$ cat config.mk
export PLATFORM = sky130hd
export DESIGN_NAME = imi_ctrl
export DESIGN_NICKNAME = d
export VERILOG_FILES = /design/src/rtl/imi_pkg.sv /design/src/rtl/imi_ctrl.sv
export SDC_FILE = /design/constraint.sdc
export NUM_CORES = 1
export LEC_CHECK = 0
export ABC_AREA = 1
export BUFFER_PORTS_ARGS = -buffer_cell sky130_fd_sc_hd__buf_4
export CAP_MARGIN = 10
export CORE_MARGIN = 1
export CORE_UTILIZATION = 60
export CTS_CLUSTER_DIAMETER = 60
export DETAILED_ROUTE_END_ITERATION = 8
export PLACE_DENSITY_LB_ADDON = 0.2
export SYNTH_ARGS = -nofsm -noshare
export SYNTH_HDL_FRONTEND = slang
export SYNTH_SLANG_ARGS = --single-unit
$ cat constraint.sdc
create_clock -name clk -period 12.4 [get_ports clk]
set_clock_uncertainty 0.1 [all_clocks]
set_input_delay 2.48 -clock clk [delete_from_list [all_inputs] [get_ports clk]]
set_output_delay 2.48 -clock clk [all_outputs]
set_load 0.02 [all_outputs]
$ cat src/rtl/imi_pkg.sv
`timescale 1ns / 1ps
package imi_pkg;

    localparam int MAX_DIMENSION_DEFAULT = 8;
    localparam int DIM_W = 4;
    localparam int DIM_RESET = 8;
    localparam int ELEM_W = 16;
    localparam int WIDE_W = 160;
    localparam int LIMB_W = 32;
    localparam int LIMBS = 5;
    localparam int LIMB_IDX_W = 3;
    localparam int SCALE_W = ELEM_W + 1;
    localparam int CARRY_W = 20;
    localparam int OUT_W = 64;
    localparam int POS_W = 3;
    localparam int FRAC_W = 16;
    localparam int DIV_CNT_W = 8;

    typedef struct packed {
        logic                  load_we;
        logic                  elem_rd;
        logic                  mem_init;
        logic                  mem_wr;
        logic                  mem_rd;
        logic                  acc_clear;
        logic                  s_load;
        logic                  s_neg;
        logic                  mac_en;
        logic [LIMB_IDX_W-1:0] limb;
        logic                  det_latch;
        logic                  cof_wr;
        logic                  cof_neg;
        logic                  cof_rd;
        logic                  prep;
        logic                  div_start;
        logic                  emit;
        logic                  emit_sing;
        logic                  last;
    } cmd_t;

    typedef struct packed {
        logic det_zero;
        logic div_done;
    } sts_t;

    function automatic logic fits64(input logic [WIDE_W-1:0] x);
        fits64 = (x[WIDE_W-1:OUT_W-1] == '0) || (x[WIDE_W-1:OUT_W-1] == '1);
    endfunction

endpackage

$ cat src/rtl/imi_ctrl.sv
`timescale 1ns / 1ps
module imi_ctrl #(
    parameter  int MAX_DIMENSION = imi_pkg::MAX_DIMENSION_DEFAULT,
    localparam int SA_W = (MAX_DIMENSION * MAX_DIMENSION > 1) ?
                          $clog2(MAX_DIMENSION * MAX_DIMENSION) : 1
) (
    input  logic                             clk,
    input  logic                             rst_n,
    input  logic                             start,
    input  logic                             config_write,
    input  logic [imi_pkg::DIM_W-1:0]        config_data,
    output logic                             busy,
    input  imi_pkg::sts_t                    sts,
    output imi_pkg::cmd_t                    cmd,
    output logic [SA_W-1:0]                  store_addr,
    output logic [SA_W-1:0]                  cof_addr,
    output logic [MAX_DIMENSION-1:0]         mem_addr,
    output logic [imi_pkg::POS_W-1:0]        pos_row,
    output logic [imi_pkg::POS_W-1:0]        pos_col
);
    import imi_pkg::*;

    localparam int NW    = $clog2(MAX_DIMENSION + 1);
    localparam int MW1   = MAX_DIMENSION + 1;
    localparam int CNT_W = $clog2(MAX_DIMENSION * MAX_DIMENSION + 1);

    typedef enum logic [4:0] {
        S_IDLE, S_PASS_INIT, S_MASK, S_COL, S_WAIT, S_MAC, S_WRITE, S_PASS_END,
        S_DET_LATCH, S_DET_CHECK, S_SING, S_CJ_READ, S_CJ_WRITE, S_OUT_READ,
        S_OUT_PREP, S_DIV_START, S_DIV_WAIT, S_EMIT
    } state_t;

    state_t                state_reg;
    logic                  busy_reg;
    logic [DIM_W-1:0]      dim_reg;
    logic [CNT_W-1:0]      load_cnt_reg;
    logic [NW-1:0]         pass_reg;
    logic [NW-1:0]         m_reg;
    logic [MW1-1:0]        mask_reg;
    logic [NW-1:0]         col_reg;
    logic                  par_reg;
    logic [LIMB_IDX_W-1:0] limb_reg;
    logic [NW-1:0]         row_reg;
    logic [NW-1:0]         r_reg;
    logic [NW-1:0]         c_reg;

    logic [NW-1:0]         n_eff;
    logic [CNT_W-1:0]      nn;
    logic [MW1-1:0]        mask_end;
    logic [MW1-1:0]        full_mask;
    logic [MW1-1:0]        col_bit;
    logic [MW1-1:0]        term_mask;
    logic [MW1-1:0]        cof_mask;
    logic [NW-1:0]         k_cnt;
    logic [NW-1:0]         idx;
    logic                  out_last;

    function automatic logic [NW-1:0] popcount(input logic [MAX_DIMENSION-1:0] v);
        logic [NW-1:0] k;
        k = '0;
        for (int b = 0; b < MAX_DIMENSION; b++)
            k = k + NW'(v[b]);
        return k;
    endfunction

    always_comb
    begin
        if (dim_reg == '0)
            n_eff = NW'(1);
        else if (32'(dim_reg) > MAX_DIMENSION)
            n_eff = NW'(MAX_DIMENSION);
        else
            n_eff = NW'(dim_reg);
        nn        = CNT_W'(n_eff) * CNT_W'(n_eff);
        mask_end  = MW1'(1) << n_eff;
        full_mask = mask_end - 1'b1;
        col_bit   = MW1'(1) << col_reg;
        term_mask = mask_reg ^ col_bit;
        cof_mask  = full_mask & ~col_bit;
        k_cnt     = popcount(mask_reg[MAX_DIMENSION-1:0]);
        idx       = m_reg - k_cnt;
        out_last  = (r_reg == n_eff - 1'b1) && (c_reg == n_eff - 1'b1);
    end

    always_ff @(posedge clk or negedge rst_n)
    begin
        if (!rst_n)
        begin
            state_reg    <= S_IDLE;
            busy_reg     <= 1'b0;
            dim_reg      <= DIM_W'(DIM_RESET);
            load_cnt_reg <= '0;
            pass_reg     <= '0;
            m_reg        <= '0;
            mask_reg     <= '0;
            col_reg      <= '0;
            par_reg      <= 1'b0;
            limb_reg     <= '0;
            row_reg      <= '0;
            r_reg        <= '0;
            c_reg        <= '0;
        end
        else
        begin
            case (state_reg)
                S_IDLE:
                begin
                    if (start)
                    begin
                        if (load_cnt_reg == nn - 1'b1)
                        begin
                            load_cnt_reg <= '0;
                            pass_reg     <= '0;
                            busy_reg     <= 1'b1;
                            state_reg    <= S_PASS_INIT;
                        end
                        else
                            load_cnt_reg <= load_cnt_reg + 1'b1;
                    end
                end
                S_PASS_INIT:
                begin
                    mask_reg  <= MW1'(1);
                    m_reg     <= (pass_reg == '0) ? n_eff : (n_eff - 1'b1);
                    state_reg <= S_MASK;
                end
                S_MASK:
                begin
                    if (mask_reg == mask_end)
                    begin
                        col_reg   <= '0;
                        state_reg <= S_PASS_END;
                    end
                    else if (k_cnt > m_reg)
                        mask_reg <= mask_reg + 1'b1;
                    else
                    begin
                        if (pass_reg == '0 || idx + 1'b1 < pass_reg)
                            row_reg <= idx;
                        else
                            row_reg <= idx + 1'b1;
                        col_reg   <= '0;
                        par_reg   <= 1'b0;
                        state_reg <= S_COL;
                    end
                end
                S_COL:
                begin
                    if (col_reg == n_eff)
                        state_reg <= S_WRITE;
                    else if (mask_reg[col_reg])
                        state_reg <= S_WAIT;
                    else
                        col_reg <= col_reg + 1'b1;
                end
                S_WAIT:
                begin
                    limb_reg  <= '0;
                    state_reg <= S_MAC;
                end
                S_MAC:
                begin
                    if (limb_reg == LIMB_IDX_W'(LIMBS - 1))
                    begin
                        col_reg   <= col_reg + 1'b1;
                        par_reg   <= !par_reg;
                        state_reg <= S_COL;
                    end
                    else
                        limb_reg <= limb_reg + 1'b1;
                end
                S_WRITE:
                begin
                    mask_reg  <= mask_reg + 1'b1;
                    state_reg <= S_MASK;
                end
                S_PASS_END:
                begin
                    if (pass_reg == '0)
                        state_reg <= S_DET_LATCH;
                    else
                        state_reg <= S_CJ_READ;
                end
                S_DET_LATCH:
                    state_reg <= S_DET_CHECK;
                S_DET_CHECK:
                begin
                    if (sts.det_zero)
                        state_reg <= S_SING;
                    else
                    begin
                        pass_reg  <= NW'(1);
                        state_reg <= S_PASS_INIT;
                    end
                end
                S_SING:
                begin
                    busy_reg  <= 1'b0;
                    state_reg <= S_IDLE;
                end
                S_CJ_READ:
                begin
                    if (col_reg == n_eff)
                    begin
                        if (pass_reg == n_eff)
                        begin
                            r_reg     <= '0;
                            c_reg     <= '0;
                            state_reg <= S_OUT_READ;
                        end
                        else
                        begin
                            pass_reg  <= pass_reg + 1'b1;
                            state_reg <= S_PASS_INIT;
                        end
                    end
                    else
                        state_reg <= S_CJ_WRITE;
                end
                S_CJ_WRITE:
                begin
                    col_reg   <= col_reg + 1'b1;
                    state_reg <= S_CJ_READ;
                end
                S_OUT_READ:
                    state_reg <= S_OUT_PREP;
                S_OUT_PREP:
                    state_reg <= S_DIV_START;
                S_DIV_START:
                    state_reg <= S_DIV_WAIT;
                S_DIV_WAIT:
                begin
                    if (sts.div_done)
                        state_reg <= S_EMIT;
                end
                S_EMIT:
                begin
                    if (out_last)
                    begin
                        busy_reg  <= 1'b0;
                        state_reg <= S_IDLE;
                    end
                    else
                    begin
                        if (c_reg == n_eff - 1'b1)
                        begin
                            c_reg <= '0;
                            r_reg <= r_reg + 1'b1;
                        end
                        else
                            c_reg <= c_reg + 1'b1;
                        state_reg <= S_OUT_READ;
                    end
                end
                default:
                    state_reg <= S_IDLE;
            endcase
            if (config_write)
            begin
                dim_reg      <= config_data;
                load_cnt_reg <= '0;
            end
        end
    end

    // command decode
    always_comb
    begin
        cmd        = '0;
        cmd.limb   = limb_reg;
        cmd.s_neg  = par_reg;
        cmd.last   = out_last;
        store_addr = SA_W'(row_reg) * SA_W'(n_eff) + SA_W'(col_reg);
        cof_addr   = SA_W'(c_reg * MAX_DIMENSION + r_reg);
        mem_addr   = mask_reg[MAX_DIMENSION-1:0];
        case (state_reg)
            S_IDLE:
            begin
                store_addr  = SA_W'(load_cnt_reg);
                cmd.load_we = start;
            end
            S_PASS_INIT:
            begin
                mem_addr     = '0;
                cmd.mem_init = 1'b1;
            end
            S_MASK:
                cmd.acc_clear = (mask_reg != mask_end) && (k_cnt <= m_reg);
            S_COL:
            begin
                mem_addr    = term_mask[MAX_DIMENSION-1:0];
                cmd.mem_rd  = (col_reg != n_eff) && mask_reg[col_reg];
                cmd.elem_rd = cmd.mem_rd;
            end
            S_WAIT:
                cmd.s_load = 1'b1;
            S_MAC:
                cmd.mac_en = 1'b1;
            S_WRITE:
                cmd.mem_wr = 1'b1;
            S_PASS_END:
            begin
                mem_addr   = full_mask[MAX_DIMENSION-1:0];
                cmd.mem_rd = (pass_reg == '0);
            end
            S_DET_LATCH:
                cmd.det_latch = 1'b1;
            S_SING:
                cmd.emit_sing = 1'b1;
            S_CJ_READ:
            begin
                mem_addr   = cof_mask[MAX_DIMENSION-1:0];
                cmd.mem_rd = (col_reg != n_eff);
            end
            S_CJ_WRITE:
            begin
                cof_addr    = SA_W'((pass_reg - 1'b1) * MAX_DIMENSION + col_reg);
                cmd.cof_wr  = 1'b1;
                cmd.cof_neg = !(pass_reg[0] ^ col_reg[0]);
            end
            S_OUT_READ:
                cmd.cof_rd = 1'b1;
            S_OUT_PREP:
                cmd.prep = 1'b1;
            S_DIV_START:
                cmd.div_start = 1'b1;
            S_EMIT:
                cmd.emit = 1'b1;
            default:
                cmd.load_we = 1'b0;
        endcase
    end

    assign busy    = busy_reg;
    assign pos_row = POS_W'(r_reg);
    assign pos_col = POS_W'(c_reg);

endmodule

Yosys cells after proc, flatten, opt, wreduce, memory -nomap -nowiden:

Index checks and enable logic that the tools add are counted.

* register bits after elaboration: 54
* input port bits: 10
* output and inout port bits: 48
* word-level logic and storage cells: 201

* $add $sub $neg: 23
* multipliers: 2
* $lt $le $gt $ge: 5
* equal/unequal tests: 45
* shift-type cells: 2
* multiplexer cells: 75
* bitwise logic cells: 6
* reductions and logical operators: 30

Operator list (number)
* $mux 4: 23
* $pmux 5 s16: 1
* $mux 5: 9
* $eq 5x4->1 const B: 8
* $ne 2x2->1 const B: 17
* $pmux 8 s4: 1
* $mux 7: 4
* $pmux 9 s3: 1
* $add 4x1->4 const B: 5
* $eq 5x3->1 const B: 4
* $mux 1: 20
* $mux 9: 2
* $add 4x1->4: 4
* $eq 4x4->1: 4
* $pmux 4 s2: 2
* $pmux 4 s4: 1
* $add 6x4->6: 2
* $mux 6: 2
* $pmux 4 s3: 1
* $reduce_and 4->1: 3
* $reduce_and 6->1: 2
* $eq 5x2->1 const B: 2
* $eq 5x5->1 const B: 2
* $reduce_and 5->1: 2
* other kinds (50): 66

Depth between registers and ports, before layout:

Gate-level depths: netlist of run 1.

* depth after elaboration: 12
* mapped depth: 22
* gate-level depth less buffers: 21

Worst setup path after synthesis of run 1:

Ideal clock, no wire load.

* path type: register to output
* start point: register dim_reg[3]
* end point: output port store_addr[5]
* arrival: 3.873 ns
* required time: 9.820 ns
* path slack: 5.947 ns
* cell stages (with the launch flop): 17
* buffers on the path: 2
* cells stage by stage: dfstp_2 buf_6 inv_4 buf_12 nand2_4 inv_1 nand2_1 fa_1 fa_1 fa_1 inv_1 ha_1 nand3_1 nand2_1 xnor2_1 xor2_1 o21ai_0

* cells in the longest elaborated chain, start to end: 6
* elaborated cells between the ends (all ways): 7
* classes of those cells: 1 x add/sub; 1 x mul; 1 x order compare; 3 x mux; 1 x reduce/logical

Ends and longest elaborated chain
* start: declaration: RTL line imi_ctrl.sv:35 `logic [DIM_W-1:0] dim_reg;`
* start signal: assignment: RTL line imi_ctrl.sv:91 `dim_reg <= DIM_W'(DIM_RESET);`
* start signal: assignment: RTL line imi_ctrl.sv:260 `dim_reg <= config_data;`
* $gt 4x4->1: RTL line imi_ctrl.sv:70 `else if (32'(dim_reg) > MAX_DIMENSION)`
* $mux 4: RTL line imi_ctrl.sv:70
* $mux 4 *: RTL line imi_ctrl.sv:68 `if (dim_reg == '0)`
* $mul 4x4->6 *: RTL line imi_ctrl.sv:273 `store_addr = SA_W'(row_reg) * SA_W'(n_eff) + SA_W'(col_reg);`
* $add 6x4->6 *: RTL line imi_ctrl.sv:273
* $mux 6 *: RTL line imi_ctrl.sv:276 `case (state_reg)`
* end: declaration: RTL line imi_ctrl.sv:15 `output logic [SA_W-1:0] store_addr,`

Every way passes the cells marked *; elsewhere a longest branch is shown, timed or not.

Final worst setup path of run 1:

Ends and elaborated chain as after synthesis.

==> results.md, run 1 <==
* Diode count at 0
* Placed cell area at 6270 um^2
* CP top delay family: adder cells
* Starting Density at 62.8%
* Reg2Reg Setup Slack at 7.28 ns
* Synthesis-to-layout area growth at 9.06%
* Clk root buf: clkbuf_8
* Clk Latency, worst-skew pair at 0.34 ns
* Slowest-stage cell, CP: dfstp_2
* Cells after Synth at 822
* Congestion Overflow GR at 0
* # resized after CTS at 0
* Delay of the slowest critical-path stage at 0.78 ns
* CTS tree: built
* Post-synth EDFFs at 0
* Share of layout cells above drive strength 1 at 14.4%
* Setup-failing EPs final at 0
* Least-Margin Pin Slew at 0.772 ns
* Setup_tns at 0 ns
* Critical path arrival at 4.38 ns
* Final Slew Violations at 0
* H-tree Lvls at 2
* Top Ports at 58
* CP startpoint: dim_reg[3]
* Hold path startpoint: par_reg
* Internal cell power at 0.563 mW
* Unique masters post-synth at 55
* CP dominant cell by count: fa_1
* Syn. warnings at 0
* Worst Path Required at 9.82 ns
* Total CTS buffers at 5
* Number of DRC markers in iteration 0 at 387
* Comb pwr share at 67.3%
* Dominant cell type by area after synthesis: dfrtp_1
* DRC Markers at 0
* Vias at 5,706
* Die X at 101 um
* Status: complete, no violations
* Max cap viols at 0
* Initial antenna violation count at 0
* Post-synthesis sequential area ratio at 23.1%
* Share of the synthesized area in the top cell type at 22.6%
* Clk pin slew, worst setup/hold paths at 0.11 ns
* Max rail drop VDD at 0.119 mV
* Layout net count at 933
* Gr usage total at 34.4%
* Crit path max fanout at 11
* DRT Pass-1 Iters at 5
* Cell area after synthesis at 5860 um^2
* Final hold violation count at 0
* Critical-path cell list: inv_4 -> nand2_4 -> inv_1 -> nand2_1 -> fa_1 -> fa_1 -> fa_1 -> inv_1 -> ha_1 -> nand3_1 -> nand2_1 -> xnor2_1 -> xor2_1 -> o21ai_0 -> buf_4
* CP Buf/Inv Count at 4
* Input/output buffers at 57
* Synth Flop Type: dfrtp_1
* Cts hold-fix bufs at 0
* Period utilization at 56.2%
* Routed WL at 16,500 um
* Setup crit start kind: flop
* Die area at 10,200 um^2
* Flip-flop count of the largest register after layout at 9
* FMAX at 144 MHz
* Sink Count at 54
* Rows at 35
* Fin area at 6390 um^2
* Clock power share at 10.8%
* Async S/R FF share, synth at 100%
* Fillers at 816
* Rel. slew slack at 48.1%
* ANT nets after route at 0
* Largest net degree at the start of global routing at 55
* Critical Path End Type: primary output
* Switching share of total power at 53.2%
* Gpl congestion at 0.937
* Synth top area cells: dfrtp_1, nand2_1, ha_1
* RSZ-0062 raised after global routing: no
* Register share of total power at 21.9%
* First-pass GRT wire length at 27,000 um
* Mean Syn Cell Area at 7.13 um^2
* Cell Pwr Density at 188 nW/um^2
* DP HPWL at 12,700 um
* Die Ht at 101 um
* Fin crit period at 6.96 ns
* Wire per inst at 16.6 um
* FF-to-FF Start: mask_reg[1]
* Vias per inst at 5.75
* FF+latch count, synth at 54
* Post-Syn Nets at 893
* Core area at 9330 um^2
* Static Leak at 3.30 nW
* Longest Clk Path Bufs at 2
* Vias in the first global route at 5,380
* Setup Buffers After CTS at 0
* Psw at 0.640 mW
* Hold WC Path Type: flop to flop
* Worst Path Class, Setup: flop to primary output
[layer usage]
metal  up-vias  global-route usage [%]  share of wire [%]
li1       2745                       -                  -
met1      2679                    48.0                 45
met2       242                    54.1                 45
met3        40                    4.92                7.8
met4         0                    12.7                2.3
met5         -                       0                  0
[placed cells by master, fill, tap and decap left out, types with 4 or more instances in the layout]
cell type / n
nand2_4: 6
a21oi_1: 20
dfrtp_1: 53
xnor2_1: 14
nand3_2: 4
buf_4: 58
clkbuf_8: 5
ha_1: 50
nor2_2: 4
o311ai_0: 5
o22ai_1: 6
nor2_4: 4
nand4_1: 13
o21ai_0: 48
xor2_1: 28
nor3_1: 14
o21ai_2: 10
nand2_1: 186
fa_1: 11
nor2_1: 80
nand2_2: 11
inv_1: 109
o31ai_1: 4
nand3_1: 70
[kinds of logic after synthesis]
logic type | count (synthesis) | share of synthesized area (%)
buf+inv | 140 | 10.6
flops | 54 | 23.1
compound gates | 112 | 11.6
fa+ha+maj | 61 | 14.4
simple gates | 410 | 33.2
xor+xnor | 45 | 7.11
[through the flow]
| step | power, mW | worst slack, ns | hold WS, ns | cells | utilization (%) |
|---|---|---|---|---|---|
| finish | 1.20 | 5.44 | 0.398 | 992 | 68.5 |
| global route | 1.31 | 5.21 | 0.406 | 992 | 68.5 |
| detailed placement | 1.06 | 5.80 | 0.373 | 984 | 67.2 |
| global placement | 1.05 | 5.93 | 0.369 | 984 | 67.2 |
| CTS | 1.20 | 5.42 | 0.395 | 992 | 68.5 |
| floorplan | 0.859 | 5.95 | 0.346 | 822 | - |
[layout make-up]
| class | count | area (um^2) | share of cell area, % |
|---|---|---|---|
| Tap cell | 129 | 161 | 2.53 |
| Sequential cell | 54 | 1350 | 21.2 |
| Timing Repair Buffer | 58 | 435 | 6.82 |
| Clock inverter | 3 | 47.5 | 0.744 |
| Clock buffer | 5 | 68.8 | 1.08 |
| Inverter | 115 | 437 | 6.84 |
| Multi-Input combinational cell | 628 | 3880 | 60.8 |
[synthesized netlist by cell type (all sizes together), types with 3 or more instances]
library cell	count
nor3	16
dfrtp	53
o22ai	6
nor4	4
nor2	90
xor2	31
xnor2	14
nand4	13
o311ai	5
o21ai	61
clkbuf	10
fa	11
o31ai	4
nand2	205
o211ai	3
nand3b	3
ha	50
inv	114
a21oi	21
nand3	75
buf	15
[power groups by stage]
stage                     sequential (mW)  combinational (mW)  clock, mW
final                               0.263               0.810      0.130
after global routing                0.269               0.907      0.138
after CTS                           0.262               0.805      0.132
after detailed placement            0.264               0.800          0
after global placement              0.265               0.780          0
after floorplan                     0.251               0.607          0
[final timing paths]
| kind | to | cells past startpoint |
|---|---|---|
| setup / recovery | store_addr[5] | 15 |
| setup reg to reg | row_reg[3] | 20 |
| max in group asynchronous | load_cnt_reg[1] | 1 |
| hold reg to reg | par_reg | 1 |
| min in group asynchronous | dim_reg[0] | 1 |
| hold / removal | par_reg | 1 |
(Power assumes the default switching activity.)
==> run 2: changes to the inputs <==
Clock period 12.4 ns to 7.05 ns, I/O delays scaled along.
==> results.md, run 2 (synthesis gave the netlist of run 1 again) <==
* Max rail drop VDD at 0.225 mV (+90%)
* FF-to-FF End: row_reg[3]
* Hold Path Depth at 1 (unchanged)
* Hold slack final at 0.402 ns (+0.00455 ns)
* Input/output buffers at 57 (unchanged)
* Static Leak at 3.30 nW (about the same)
* ANT nets after route at 0 (unchanged)
* Final Slew Violations at 0 (unchanged)
* Clk pin slew, worst setup/hold paths at 0.12 ns (about the same)
* Congestion Overflow GR at 0 (unchanged)
* Critical path arrival at 4.35 ns (-0.03 ns)
* Vias per inst at 5.82 (+1.2%)
* Final hold violation count at 0 (unchanged)
* Vias at 5,772 (+1.2%)
* CP Buf/Inv Count at 4 (unchanged)
* Max cap viols at 0 (unchanged)
* Setup Buffers After CTS at 0 (unchanged)
* Top Ports at 58 (unchanged)
* FMAX at 171 MHz
* Layout net count at 933 (unchanged)
* Pre-CTS WS at 1.53 ns (-4.27 ns)
* Final worst setup slack at 1.19 ns (-4.25 ns)
* Total CTS buffers at 5 (unchanged)
* Wire per inst at 16.6 um (-0.18%)
* Share of layout cells above drive strength 1 at 14.4% (unchanged)
* Total power draw at 2.13 mW (+77%)
* Placed Cells incl. Taps at 984 (unchanged)
* DRT Pass-1 Iters at 7 (+2)
* Largest net degree at the start of global routing at 55 (unchanged)
* Most frequent cells in the layout: nand2_1, inv_1, nor2_1
* Vias in the first global route at 5,540 (+3.0%)
* Number of DRC markers in iteration 0 at 462 (+19%)
* Cts hold-fix bufs at 0 (unchanged)
* Commonest non-fill, non-tap cell in the layout: nand2_1
* RSZ-0062 raised after global routing: no
* CP top delay family: adder cells
* Delay of the slowest critical-path stage at 0.78 ns (about the same)
* Starting Density at 62.8% (unchanged)
* Flip-flop count of the largest register after layout at 9 (unchanged)
* Setup-failing EPs final at 0 (unchanged)
* Endpoint, Worst Hold: par_reg
* DRC Markers at 0 (unchanged)
* Post-route insts no fill at 992 (unchanged)
* Die X at 101 um (unchanged)
* Routed WL at 16,400 um (-0.18%)
* Hold path startpoint: par_reg
* FF-to-FF Start: mask_reg[1]
* Gr usage total at 34.0% (-0.43 points)
* Critical Path End Type: primary output
* Clk Latency, worst-skew pair at 0.33 ns (about the same)
* Crit path max fanout at 11 (unchanged)
* Initial antenna violation count at 0 (unchanged)
* CTS tree: built
* Status: complete, no violations
* Slowest-stage cell, CP: dfstp_2
* Critical-path cell list: inv_4 -> nand2_4 -> inv_1 -> nand2_1 -> fa_1 -> fa_1 -> fa_1 -> inv_1 -> ha_1 -> nand3_1 -> nand2_1 -> xnor2_1 -> xor2_1 -> o21ai_0 -> buf_4
* Worst Path Required at 5.54 ns (-4.28 ns)
* Synthesis-to-layout area growth at 9.06% (unchanged)
* Setup crit start kind: flop
* Hold WC Path Type: flop to flop
* Diode count at 0 (unchanged)
* Cell Pwr Density at 333 nW/um^2 (+77%)
* Worst r2r path cells at 20 (unchanged)
* Sink Count at 54 (unchanged)
* Fin crit period at 5.86 ns
* DP HPWL at 12,700 um (-0.11%)
* Period utilization at 83.2%
* Die area at 10,200 um^2 (unchanged)
* Least-Margin Pin Slew at 0.824 ns (+0.0527 ns)
* Reg2Reg Setup Slack at 1.92 ns (-5.36 ns)
* Setup_tns at 0 ns (unchanged)
* Clk root buf: clkbuf_8
* Longest Clk Path Bufs at 2 (unchanged)
* Rel. slew slack at 44.6% (-3.5 points)
* # resized after CTS at 0 (unchanged)
* CP dominant cell by count: fa_1
* Gpl congestion at 0.955 (+1.9%)
* First-pass GRT wire length at 26,900 um (-0.36%)
* Rows at 35 (unchanged)
* Die Ht at 101 um (unchanged)
* Core area at 9330 um^2 (unchanged)
* H-tree Lvls at 2 (unchanged)
* Worst Path Class, Setup: flop to primary output
## run 2: changes by cell type in the layout (fill, tap and decap cells not counted), sizes merged
cell,previous run,this run
clkinv,1,2
inv,116,115
## run 2: through the flow
step,utilization [%],area [um^2]
finish,68.5,6390
global route,68.5,6390
CTS,68.5,6390
detailed placement,67.2,6270
global placement,67.2,6270
floorplan,-,5860
## run 2: worst max-delay path by stage
stage                     depth (start not counted)  slack (ns)            end  startpoint
final                                            15        1.19  store_addr[5]  dim_reg[3]
after global routing                             15        0.97  store_addr[5]  dim_reg[3]
after CTS                                        15        1.17  store_addr[5]  dim_reg[3]
after detailed placement                         15        1.53  store_addr[5]  dim_reg[3]
after global placement                           15        1.66  store_addr[5]  dim_reg[3]
after floorplan                                  16        1.67  store_addr[5]  dim_reg[3]
## run 2: cell type report
type | count | area, um^2
clock buffers | 5 | 68.8
clock inverters | 3 | 47.5
inverters | 115 | 437
multi-input cells | 628 | 3880
repair buffers | 58 | 435
fillers | 822 | 2940
flip-flops and latches | 54 | 1350
well taps | 129 | 161
## run 2: metal layers
| metal | track usage, % | vias to the layer above | share of wire [%] |
|---|---|---|---|
| li1 | - | 2740 | - |
| met1 | 46.9 | 2774 | 46 |
| met2 | 54.4 | 227 | 45 |
| met3 | 5.83 | 31 | 7.3 |
| met4 | 10.4 | 0 | 1.7 |
| met5 | 0 | - | 0 |
## run 2: report_power, final
group	switching (mW)	internal [mW]	leakage [nW]
logic	0.923	0.510	2.52
registers	0.0916	0.373	0.716
clock network	0.120	0.108	0.0587
total	1.13	0.991	3.30
## run 2: worst register-to-register path, cell delays in order, from the launching register on
cell	delay [ns]
dfrtp_1	0.52
fa_1	0.56
inv_1	0.05
fa_1	0.44
fa_1	0.48
inv_1	0.04
ha_1	0.20
fa_1	0.38
xnor2_1	0.14
ha_1	0.36
nand2_1	0.06
o21ai_0	0.19
xor2_1	0.26
xnor2_1	0.17
inv_1	0.06
ha_1	0.29
a21oi_1	0.16
nand2_1	0.08
nand2_1	0.15
o21ai_0	0.14
o21a_1	0.18
==> run 3: changes to the inputs <==
Settings changed: ABC_AREA 1 to 0.
Clock period 7.05 ns to 5.9 ns, I/O delays scaled along.
==> results.md, run 3 <==
* DP HPWL at 11,700 um (-7.8%)
* Clock power share at 8.1% (-2.6 points)
* Synth Flop Type: dfrtp_1
* Cells after Synth at 707 (-14%)
* Delay of the slowest critical-path stage at 0.56 ns (-0.22 ns)
* Input/output buffers at 57 (unchanged)
* Gpl congestion at 0.923 (-3.3%)
* Post-synthesis sequential area ratio at 23.6% (+0.46 points)
* Max cap viols at 0 (unchanged)
* Cell area after synthesis at 5740 um^2 (-2.0%)
* Clk root buf: clkbuf_8
* Hold Path Depth at 2 (+1)
* Most frequent cells in the layout: nand2_1, nor2_1, buf_4
* Syn. warnings at 0 (unchanged)
* Setup crit start kind: flop
* CTS tree: built
* Cts hold-fix bufs at 0 (unchanged)
* Die X at 99.8 um (-0.97%)
* Post-layout util at 67.2% (-1.3 points)
* Vias at 5,331 (-7.6%)
* Diode count at 0 (unchanged)
* Congestion Overflow GR at 0 (unchanged)
* Vias in the first global route at 4,899 (-12%)
* Async S/R FF share, synth at 100% (unchanged)
* Number of DRC markers in iteration 0 at 320 (-31%)
* Sink Count at 54 (unchanged)
* Hold WC Path Type: flop to flop
* Top cells by count, synth: nand2_1, nor2_1, o21ai_0
* Final Slew Violations at 0 (unchanged)
* Synthesis-to-layout area growth at 8.17%
* Status: complete, no violations
* Count leader, synth: nand2_1
* Post-Syn Nets at 778 (-13%)
* Critical Path End Type: primary output
* Fillers at 783 (-4.7%)
* H-tree Lvls at 2 (unchanged)
* Synth top area cells: dfrtp_1, ha_1, o21ai_0
* Period utilization at 96.7%
* Share of layout cells above drive strength 1 at 14.3% (-0.10 points)
* Psw at 1.55 mW (+37%)
* First-pass GRT wire length at 25,100 um (-6.9%)
* ANT nets after route at 0 (unchanged)
* Multi-input gate area at 3970 um^2 (+2.1%)
* Die Ht at 99.8 um (-0.97%)
* FMAX at 175 MHz
* Setup-failing EPs final at 0 (unchanged)
* Longest Clk Path Bufs at 2 (unchanged)
* Clk Latency, worst-skew pair at 0.33 ns (about the same)
* Total CTS buffers at 5 (unchanged)
* Cell Pwr Density at 484 nW/um^2 (+45%)
* Final hold violation count at 0 (unchanged)
* DRT Pass-1 Iters at 7 (unchanged)
* Critical path arrival at 4.43 ns (+0.08 ns)
* Rel. slew slack at 34.3% (-10 points)
* Max rail drop VDD at 0.351 mV (+56%)
* Routed WL at 15,600 um (-4.9%)
* Commonest non-fill, non-tap cell in the layout: nand2_1
* Crit path max fanout at 13 (+2)
* Sequential cell area at 1360 um^2 (+0.18%)
* Comb pwr share at 70.6% (+3.2 points)
* Unique masters post-synth at 84 (+53%)
* Switching share of total power at 51.7% (-1.7 points)
* Layout net count at 799 (-14%)
* Top Ports at 58 (unchanged)
* Register share of total power at 21.3% (-0.6 points)
* Initial antenna violation count at 0 (unchanged)
* Share of the synthesized area in the top cell type at 23.1% (+0.45 points)
* Vias per inst at 6.21 (+6.8%)
* Die area at 9970 um^2 (-1.9%)
* FF+latch count, synth at 54 (unchanged)
* Internal cell power at 1.45 mW (+46%)
* Static Leak at 2.86 nW (-13%)
* Flip-flop count of the largest register after layout at 9 (unchanged)
* Clk pin slew, worst setup/hold paths at 0.11 ns (about the same)
* DRC Markers at 0 (unchanged)
* Worst Path Class, Setup: flop to primary output
* Post-synth EDFFs at 0 (unchanged)
* CP dominant cell by count: fa_1
* Dominant cell type by area after synthesis: dfrtp_1
* Gr usage total at 32.3% (-1.6 points)
* Slowest-stage cell, CP: fa_1
* Hold slack final at 0.402 ns (-0.000353 ns)
* Starting Density at 62.1% (-0.65 points)
* Wire per inst at 18.2 um (+10%)
* Critical-path cell list: fa_1 -> inv_1 -> fa_1 -> fa_1 -> inv_1 -> ha_1 -> fa_1 -> xnor2_1 -> ha_1 -> nor2b_1 -> o21ai_0 -> nand2b_1 -> a41oi_1 -> nor2_1 -> buf_4
* Core area at 9240 um^2 (-0.94%)
* Worst r2r path cells at 16 (-20%)
* Least-Margin Pin Slew at 0.978 ns (+0.153 ns)
* Largest net degree at the start of global routing at 55 (unchanged)
* Worst Path Required at 4.62 ns (-0.92 ns)
* RSZ-0062 raised after global routing: no
* Rows at 35 (unchanged)
* Mean Syn Cell Area at 8.12 um^2 (+14%)
* Setup_tns at 0 ns (unchanged)
* Fin crit period at 5.71 ns
## run 3: critical path, delay by kind of cell (launching register included)
kind	cells	cell delay, ns
and+or+nand+nor	3	0.36
DFF	1	0.50
xor gates and xnor gates	1	0.14
adders and majority gates	6	2.44
buffers and inverters	3	0.26
AOI/OAI and AO/OA	2	0.42
## run 3: what timing repair did
action / CTS / global route
endpoints found under the setup margin: 0 / 1
resized for setup: 0 / 2
setup buffers: 0 / 0
endpoints found under the hold margin: 0 / 0
## run 3: metal layers
metal | wire, um | share of wire, % | GRT usage, %
met1 | 6800 | 44 | 45.3
met5 | 0 | 0 | 0
met2 | 7140 | 46 | 50.3
met4 | 408 | 2.6 | 11.4
met3 | 1280 | 8.2 | 5.78
## run 3: power by group through the flow
stage	Clock [mW]	Sequential [mW]	Combinational, mW
3_3_place_gp	0	0.633	1.99
5_1_grt	0.257	0.657	2.31
4_1_cts	0.249	0.631	2.09
3_5_place_dp	0	0.638	2.08
2_1_floorplan	0	0.540	1.61
6_report	0.244	0.638	2.12
## run 3: cell type report
cell class	count	area share, %
clock inverters	1	0.141
repair buffers	58	7.01
multi-input cells	559	63.9
inverters	50	3.02
clock buffers	7	1.55
flip-flops and latches	54	21.8
well taps	129	2.60
## run 3: worst paths after layout
check / start / endpoint / slack, ns
worst max-delay path: mask_reg[0] / cmd[15] / 0.19
worst min-delay path: m_reg[3] / m_reg[3] / 0.40
worst max register to register: mask_reg[0] / mask_reg[8] / 0.58
worst min register to register: m_reg[3] / m_reg[3] / 0.40
max in group asynchronous: rst_n / mask_reg[1] / 4.37
min in group asynchronous: rst_n / state_reg[2] / 0.80
## run 3: cell families after synthesis
logic type,count (synthesis),synth area share [%]
AOI/OAI and AO/OA,181,21.4
xor gates and xnor gates,48,7.93
adders and majority gates,62,14.9
buffers and inverters,94,7.37
DFF,54,23.6
muxes,17,3.27
and+or+nand+nor,251,21.6
## run 3: per-stage QoR
stage	total power, mW	instances	area, um^2	setup slack [ns]
6_report	3.00	858	6210	0.193
5_1_grt	3.22	858	6210	0.0150
4_1_cts	2.97	858	6210	0.156
3_5_place_dp	2.71	850	6100	0.521
3_3_place_gp	2.62	850	6100	0.624
2_1_floorplan	2.15	707	5740	0.729
